`src/design/sha1h_pkg.sv`:
```
// Package for the SHA-1 stream hasher: types, initial hash values and round helpers.
// Used by every module of the block; it depends on nothing else.
package sha1h_pkg;

    localparam int HASH_WORDS = 5;
    localparam int BLK_WORDS  = 16;

    typedef logic [31:0] t_word;
    typedef logic [3:0]  t_pos;
    typedef logic [6:0]  t_round;
    typedef logic [2:0]  t_idx;
    typedef logic [2:0]  t_count;
    typedef logic [60:0] t_bytes;

    typedef struct packed {
        t_word a;
        t_word b;
        t_word c;
        t_word d;
        t_word e;
    } t_vars;

    localparam t_word  INIT_H0    = 32'h67452301;
    localparam t_word  INIT_H1    = 32'hefcdab89;
    localparam t_word  INIT_H2    = 32'h98badcfe;
    localparam t_word  INIT_H3    = 32'h10325476;
    localparam t_word  INIT_H4    = 32'hc3d2e1f0;
    localparam t_word  PAD_WORD   = 32'h80000000;
    localparam t_bytes BYTE_MAX   = '1;
    localparam t_round ROUND_LAST = 7'd79;
    localparam t_pos   POS_HI     = 4'd14;
    localparam t_pos   POS_LO     = 4'd15;
    localparam t_idx   IDX_LAST   = 3'd4;
    localparam t_count COUNT_FULL = 3'd4;

    function automatic t_word init_hash(input t_idx i);
        t_word v;
        case (i)
            3'd0:    v = INIT_H0;
            3'd1:    v = INIT_H1;
            3'd2:    v = INIT_H2;
            3'd3:    v = INIT_H3;
            default: v = INIT_H4;
        endcase
        return v;
    endfunction

    // Keeps the leading valid bytes of a short final word and appends the marker byte; a full word passes unchanged.
    function automatic t_word pad_first(input t_word w, input t_count c);
        t_word v;
        case (c)
            3'd0:    v = PAD_WORD;
            3'd1:    v = {w[31:24], 24'h800000};
            3'd2:    v = {w[31:16], 16'h8000};
            3'd3:    v = {w[31:8], 8'h80};
            default: v = w;
        endcase
        return v;
    endfunction

    function automatic t_word rotl1(input t_word x);
        return {x[30:0], x[31]};
    endfunction

endpackage

```
`src/design/sha1h_sched_cell.sv`:
```
// One cell of the message schedule chain: holds a single 32-bit word.
// Takes its neighbour's word on every shift; uses sha1h_pkg.
module sha1h_sched_cell
    import sha1h_pkg::*;
(
    input  logic  i_clk,
    input  logic  i_shift,
    input  t_word i_word,
    output t_word o_word
);

    t_word r_word;

    always_ff @(posedge i_clk) begin
        if (i_shift) begin
            r_word <= i_word;
        end
    end

    assign o_word = r_word;

endmodule

```
`src/design/sha1h_round.sv`:
```
// Single SHA-1 round: next working variables from the current ones and one schedule word.
// Uses sha1h_pkg for the variable struct.
module sha1h_round
    import sha1h_pkg::*;
(
    input  t_vars  i_vars,
    input  t_word  i_w,
    input  t_round i_round,
    output t_vars  o_vars
);

    t_word f;
    t_word k;

    always_comb begin
        if (i_round < 7'd20) begin
            f = (i_vars.b & i_vars.c) | (~i_vars.b & i_vars.d);
            k = 32'h5a827999;
        end else if (i_round < 7'd40) begin
            f = i_vars.b ^ i_vars.c ^ i_vars.d;
            k = 32'h6ed9eba1;
        end else if (i_round < 7'd60) begin
            f = (i_vars.b & i_vars.c) | (i_vars.b & i_vars.d) | (i_vars.c & i_vars.d);
            k = 32'h8f1bbcdc;
        end else begin
            f = i_vars.b ^ i_vars.c ^ i_vars.d;
            k = 32'hca62c1d6;
        end
    end

    assign o_vars.a = {i_vars.a[26:0], i_vars.a[31:27]} + f + i_vars.e + k + i_w;
    assign o_vars.b = i_vars.a;
    assign o_vars.c = {i_vars.b[1:0], i_vars.b[31:2]};
    assign o_vars.d = i_vars.c;
    assign o_vars.e = i_vars.d;

endmodule

```
`src/design/sha1_stream_hasher.sv`:
```
// SHA-1 stream hasher top level: word intake, padding, round sequencer and digest output.
// A non-final word is taken while collecting; a full block then runs the S_ROUND states and
// then the S_ADD state on the single shared round unit, and no word is taken until it is done.
// The last word adds the S_PAD fill plus one or two compressions, then five
// digest requests. Reset is synchronous and active low and restores the initial hash.
// Uses sha1h_pkg, sha1h_sched_cell and sha1h_round.
module sha1_stream_hasher
    import sha1h_pkg::*;
(
    input  logic        i_clk,
    input  logic        i_rst_n,
    input  logic        i_s_axis_tvalid,
    output logic        o_s_axis_tready,
    input  logic [39:0] i_s_axis_tdata,  // data_word[31:0], byte_count[34:32], zero[39:35]
    input  logic        i_s_axis_tlast,
    output logic        o_m_axis_tvalid,
    input  logic        i_m_axis_tready,
    output logic [31:0] o_m_axis_tdata,  // digest_word[31:0]
    output logic [2:0]  o_m_axis_tuser,  // word_index[2:0]
    output logic        o_m_axis_tlast
);

    typedef enum logic [2:0] {
        S_COLLECT,
        S_ROUND,
        S_ADD,
        S_PAD,
        S_OUT
    } t_state;

    t_state r_state;
    t_word  r_hash [HASH_WORDS];
    t_vars  r_vars;
    t_pos   r_pos;
    t_bytes r_bytes;
    t_round r_round;
    t_idx   r_idx;
    logic   r_padding;
    logic   r_need80;
    logic   r_hi_done;
    logic   r_len_done;

    t_word  w [BLK_WORDS];
    t_word  tail_word;
    t_word  feedback;
    t_word  in_word;
    t_word  pad_word;
    t_count count_in;
    t_count count_c;
    t_count add_count;
    logic   in_acc;
    logic   out_acc;
    logic   shift;
    logic [61:0] sum_bytes;
    t_bytes n_bytes;
    logic [63:0] len_bits;
    t_vars  round_next;

    assign count_in  = i_s_axis_tdata[34:32];
    assign count_c   = (count_in > COUNT_FULL) ? COUNT_FULL : count_in;
    assign add_count = i_s_axis_tlast ? count_c : COUNT_FULL;
    assign sum_bytes = {1'b0, r_bytes} + 62'(add_count);
    assign n_bytes   = sum_bytes[61] ? BYTE_MAX : sum_bytes[60:0];
    assign len_bits  = {r_bytes, 3'b000};

    assign in_acc  = i_s_axis_tvalid && (r_state == S_COLLECT);
    assign out_acc = i_m_axis_tready && (r_state == S_OUT);

    assign in_word = i_s_axis_tlast ? pad_first(i_s_axis_tdata[31:0], count_c)
                                    : i_s_axis_tdata[31:0];

    always_comb begin
        if (r_need80) begin
            pad_word = PAD_WORD;
        end else if (r_pos == POS_HI) begin
            pad_word = len_bits[63:32];
        end else if (r_pos == POS_LO && r_hi_done) begin
            pad_word = len_bits[31:0];
        end else begin
            pad_word = '0;
        end
    end

    assign feedback  = rotl1(w[13] ^ w[8] ^ w[2] ^ w[0]);
    assign shift     = in_acc || (r_state == S_PAD) || (r_state == S_ROUND);

    always_comb begin
        case (r_state)
            S_ROUND: tail_word = feedback;
            S_PAD:   tail_word = pad_word;
            default: tail_word = in_word;
        endcase
    end

    for (genvar gi = 0; gi < BLK_WORDS; gi++) begin : g_cell
        sha1h_sched_cell u_cell (
            .i_clk   (i_clk),
            .i_shift (shift),
            .i_word  ((gi == BLK_WORDS - 1) ? tail_word : w[(gi + 1) % BLK_WORDS]),
            .o_word  (w[gi])
        );
    end

    sha1h_round u_round (
        .i_vars  (r_vars),
        .i_w     (w[0]),
        .i_round (r_round),
        .o_vars  (round_next)
    );

    always_ff @(posedge i_clk) begin
        if (!i_rst_n) begin
            r_state    <= S_COLLECT;
            for (int i = 0; i < HASH_WORDS; i++) begin
                r_hash[i] <= init_hash(t_idx'(i));
            end
            r_vars     <= '0;
            r_pos      <= '0;
            r_bytes    <= '0;
            r_round    <= '0;
            r_idx      <= '0;
            r_padding  <= 1'b0;
            r_need80   <= 1'b0;
            r_hi_done  <= 1'b0;
            r_len_done <= 1'b0;
        end else begin
            case (r_state)
                S_COLLECT: begin
                    if (in_acc) begin
                        r_pos   <= r_pos + 4'd1;
                        r_bytes <= n_bytes;
                        if (i_s_axis_tlast) begin
                            r_padding <= 1'b1;
                            r_need80  <= (count_c == COUNT_FULL);
                        end
                        if (r_pos == POS_LO) begin
                            r_state <= S_ROUND;
                            r_round <= '0;
                            r_vars  <= '{r_hash[0], r_hash[1], r_hash[2], r_hash[3], r_hash[4]};
                        end else if (i_s_axis_tlast) begin
                            r_state <= S_PAD;
                        end
                    end
                end
                S_PAD: begin
                    r_pos    <= r_pos + 4'd1;
                    r_need80 <= 1'b0;
                    if (!r_need80 && r_pos == POS_HI) begin
                        r_hi_done <= 1'b1;
                    end
                    if (!r_need80 && r_pos == POS_LO && r_hi_done) begin
                        r_len_done <= 1'b1;
                    end
                    if (r_pos == POS_LO) begin
                        r_state <= S_ROUND;
                        r_round <= '0;
                        r_vars  <= '{r_hash[0], r_hash[1], r_hash[2], r_hash[3], r_hash[4]};
                    end
                end
                S_ROUND: begin
                    r_vars  <= round_next;
                    r_round <= r_round + 7'd1;
                    if (r_round == ROUND_LAST) begin
                        r_state <= S_ADD;
                    end
                end
                S_ADD: begin
                    r_hash[0] <= r_hash[0] + r_vars.a;
                    r_hash[1] <= r_hash[1] + r_vars.b;
                    r_hash[2] <= r_hash[2] + r_vars.c;
                    r_hash[3] <= r_hash[3] + r_vars.d;
                    r_hash[4] <= r_hash[4] + r_vars.e;
                    r_idx     <= '0;
                    if (r_len_done) begin
                        r_state <= S_OUT;
                    end else if (r_padding) begin
                        r_state <= S_PAD;
                    end else begin
                        r_state <= S_COLLECT;
                    end
                end
                S_OUT: begin
                    if (out_acc) begin
                        if (r_idx == IDX_LAST) begin
                            r_state <= S_COLLECT;
                            for (int i = 0; i < HASH_WORDS; i++) begin
                                r_hash[i] <= init_hash(t_idx'(i));
                            end
                            r_vars     <= '0;
                            r_pos      <= '0;
                            r_bytes    <= '0;
                            r_padding  <= 1'b0;
                            r_need80   <= 1'b0;
                            r_hi_done  <= 1'b0;
                            r_len_done <= 1'b0;
                        end else begin
                            r_idx <= r_idx + 3'd1;
                        end
                    end
                end
                default: begin
                    r_state <= S_COLLECT;
                end
            endcase
        end
    end

    assign o_s_axis_tready = (r_state == S_COLLECT);
    assign o_m_axis_tvalid = (r_state == S_OUT);
    assign o_m_axis_tdata  = r_hash[r_idx];
    assign o_m_axis_tuser  = r_idx;
    assign o_m_axis_tlast  = (r_idx == IDX_LAST);

`ifndef ASSERT_OFF
    a_no_overlap: assert property (@(posedge i_clk) disable iff (!i_rst_n)
        !(o_s_axis_tready && o_m_axis_tvalid))
        else $error("Input and output requests are open at the same time.");

    a_round_range: assert property (@(posedge i_clk) disable iff (!i_rst_n)
        (r_state == S_ROUND) |-> (r_round <= ROUND_LAST))
        else $error("Round counter ran past the last round.");

    a_out_after_len: assert property (@(posedge i_clk) disable iff (!i_rst_n)
        o_m_axis_tvalid |-> (r_len_done && r_pos == '0))
        else $error("Digest offered before the length block was compressed.");

    a_clean_restart: assert property (@(posedge i_clk) disable iff (!i_rst_n)
        (o_m_axis_tvalid && i_m_axis_tready && o_m_axis_tlast)
        |=> (o_s_axis_tready && r_pos == '0 && r_bytes == '0 && !r_padding))
        else $error("State not cleared after the final digest word.");
`endif

endmodule

```
`config.mk`:
```
export PLATFORM = sky130hd
export DESIGN_NAME = sha1_stream_hasher
export DESIGN_NICKNAME = d
export VERILOG_FILES = /design/src/design/sha1h_pkg.sv /design/src/design/sha1h_sched_cell.sv /design/src/design/sha1h_round.sv /design/src/design/sha1_stream_hasher.sv
export SDC_FILE = /design/constraint.sdc
export NUM_CORES = 2
export LEC_CHECK = 0
export BUFFER_PORTS_ARGS = -buffer_cell sky130_fd_sc_hd__buf_2
export CAP_MARGIN = 20
export CORE_MARGIN = 2
export CORE_UTILIZATION = 25
export DETAILED_ROUTE_END_ITERATION = 10
export SYNTH_ARGS = -nofsm -noshare
export SYNTH_HDL_FRONTEND = slang
export SYNTH_SLANG_ARGS = --single-unit
```
`constraint.sdc`:
```
create_clock -name i_clk -period 20.4 [get_ports i_clk]
set_input_delay 2.04 -clock i_clk [delete_from_list [all_inputs] [get_ports i_clk]]
set_output_delay 2.04 -clock i_clk [all_outputs]
set_load 0.01 [all_outputs]
```
==> metrics.cfg <==
[routing]
dr.pass1.iters = 6
wl_per_cell_um = 20.75
vias = 34500
wl_um = 141000
dr.first_iter.drc_count = 3968
drc = 0
ant_nets = 0
via_per_inst = 5.080

[worst_setup_path]
path_class = flop to flop
cp-start-kind = flop
r2r-start = r_round[2]
startpoint = r_round[2]
end_kind = flop
crit_fanout = 17
critical-path-slowest-cell = a21oi_1
max_stage_delay_ps = 640
cp.arrival_ps = 8280
cp_cell_sequence = o21ai_0 -> nand2_1 -> inv_2 -> nor2_1 -> inv_1 -> and2_1 -> buf_4 -> inv_1 -> buf_4 -> a222oi_1 -> fa_1 -> inv_1 -> ha_1 -> o21ai_0 -> a21oi_1 -> a31oi_1 -> o21ai_0 -> a21oi_1 -> nor3_1 -> o31a_1 -> o32ai_1
cp.required_ps = 21020

[finish]
fin_nets = 4573
stdcell_count = 6792
area_growth_pct = 13.51
drive_gt1_frac = 0.09112
final_util = 0.2853
fillers = 19440

[synthesis]
synth_top_family_by_area = compound AO/OA/AOI/OAI gates
avgSynthCellArea_um2 = 11.44
ys_types = 87
yosys_warnings = 0
muxShareOfSynthArea = 0.03019
synthAdderAreaFrac = 0.1041
synth_xor_area_frac = 0.04847
synth_compound_area_frac = 0.1543
synth_ff_type = edfxtp_1
synth-seq-cells = 917
ys_seq_area_frac = 0.5259
synth-simple-area-share = 0.1001
netlist_instances = 4168
synth-async-reset-ratio = 0
synth_enable_flop_cells = 672
synth_area_um2 = 47700
synth_nets = 4539

[clock_tree]
cts_buffer_depth = 3
h-tree-depth = 3
cts_sinks = 917
clk_pin_slew_ps = 70
holdBufCountCts = 0
clk_latency_ps = 730
root_buffer = clkbuf_16
cts_tree = yes
cts_made_buffers = 92
cts_setup_buffers = 0
cts_resized = 0

[global_routing]
grt_pass1_wl_um = 209800
track_usage = 0.1411
grt_pass1_vias = 32740
grt_max_degree = 202
antenna_found_initial = 2
grt_overflow_total = 0

[sta]
period_share = 0.3756
fin_tns_setup_ps = 0
slew_headroom = 0.1058
skew_ps = 54.07
hold_violations = 0
maxSlewViolCount = 0
setup_violations = 0
fmax_mhz = 130.5
rsz0062_at_grt = no
holdWs_ps = 406.6
max_slew.worst_pin.slew_ps = 1333
period_minus_slack_ps = 7662

[place]
place_inst = 6618
dp_hpwl_um = 98440
gp_congestion = 0.9379
numPortBuffers = 77

[floorplanning]
ioPinCount = 83
core_area_um2 = 189800
chipWidth_um = 440.8
start_util = 0.2513
rows = 160
fp.dieH_um = 440.8
dieArea_um2 = 194300

[min_path]
hp-class = flop to flop
min_from = g_cell[3].u_cell.o_word[5]

[flow_run]
cap_violations = 0

[outcome]
status = completed

[final timing paths]
path	slack (ps)	end	cells after the start
max	12740	r_vars[158]	21
min	410	g_cell[2].u_cell.o_word[5]	0
max reg2reg	12740	r_vars[158]	21
min reg2reg	410	g_cell[2].u_cell.o_word[5]	0
[cells in the final DEF (no fill, tap or decap), drive strengths merged, types with 10 or more instances in the layout]
master,Yosys,layout
a211oi,99,99
a21o,81,81
a21oi,226,226
a221o,10,10
a221oi,153,153
a222oi,39,39
a22oi,21,21
a311oi,13,13
a31oi,50,50
and2,22,22
and3,40,40
buf,15,124
clkbuf,169,116
clkinv,1,43
dfxtp,245,245
edfxtp,672,672
fa,118,118
ha,208,208
inv,282,286
mux2,47,47
mux2i,19,19
mux4,32,32
nand2,270,270
nand2b,23,23
nand3,55,55
nand4,31,31
nor2,331,331
nor2b,33,33
nor3,145,145
nor4,13,13
o211ai,20,20
o21a,36,36
o21ai,212,212
o21bai,23,23
o22ai,12,12
o31ai,11,11
or2,10,10
or3,15,15
xnor2,157,157
xor2,107,107
[registers in the layout, summed over array words and instances, names as in the netlist, named ones only]
register and count:
g_cell.u_cell.o_word 512, r_hash 160, r_vars 160, r_bytes 61, r_round 7, r_pos 4
o_m_axis_tuser 3, r_state 3, r_hi_done 1, r_len_done 1, r_need80 1, r_padding 1
[layout make-up]
| cell class | instances | area [µm²] | share of cell area |
|---|---|---|---|
| diodes | 1 | 2.502 | 0.00004622 |
| clock inverters | 56 | 639.4 | 0.01181 |
| flip-flops and latches | 917 | 25090 | 0.4634 |
| multi-input cells | 2784 | 20920 | 0.3864 |
| clock buffers | 116 | 2494 | 0.04606 |
| repair buffers | 124 | 788.3 | 0.01456 |
| well taps | 2511 | 3142 | 0.05803 |
| inverters | 283 | 1067 | 0.01971 |
[critical path: cells and delay by family, from the launching register on]
| family | cells | cell delay [ps] |
|---|---|---|
| and+or+nand+nor | 4 | 1540 |
| buffers and inverters | 6 | 1660 |
| adders and majority gates | 2 | 840 |
| DFF | 1 | 410 |
| AOI/OAI and AO/OA | 9 | 3080 |
[synthesized netlist by cell type, types with 143 or more instances]
| master | n | area [µm²] |
|---|---|---|
| edfxtp_1 | 672 | 20180 |
| nor2_1 | 330 | 1239 |
| inv_1 | 279 | 1047 |
| nand2_1 | 269 | 1010 |
| dfxtp_1 | 245 | 4905 |
| a21oi_1 | 226 | 1131 |
| ha_1 | 208 | 2603 |
| o21ai_0 | 203 | 1016 |
| clkbuf_1 | 169 | 634.4 |
| xnor2_1 | 157 | 1375 |
| a221oi_1 | 153 | 1340 |
| nor3_1 | 143 | 715.7 |
[per-layer routing]
layer	vias to the layer above	global-route usage	wire, µm
li1	15660	-	-
met1	17160	0.1992	62020
met2	1472	0.2191	63630
met3	219	0.02149	10580
met4	0	0.04844	4733
met5	-	0	0
[cell families (layout without fill, tap and decap cells)]
| group | after synthesis | in the layout |
|---|---|---|
| adders and majority gates | 326 | 326 |
| DFF | 917 | 917 |
| other | 0 | 1 |
| and+or+nand+nor | 1023 | 1023 |
| xor gates and xnor gates | 264 | 264 |
| AOI/OAI and AO/OA | 1073 | 1073 |
| muxes | 98 | 98 |
| buffers and inverters | 467 | 579 |
[per-stage QoR]
| step | cell area [µm²] | setup WS, ps |
|---|---|---|
| after global routing | 54140 | 12600 |
| after global placement | 50990 | 12970 |
| after CTS | 54120 | 12960 |
| after floorplan | 47700 | 5938 |
| final | 54140 | 12740 |
| after detailed placement | 50990 | 13000 |
Power is left out: the tool's default activity adds up to more than one toggle a clock period on the data nets, which glitch-free logic cannot reach.
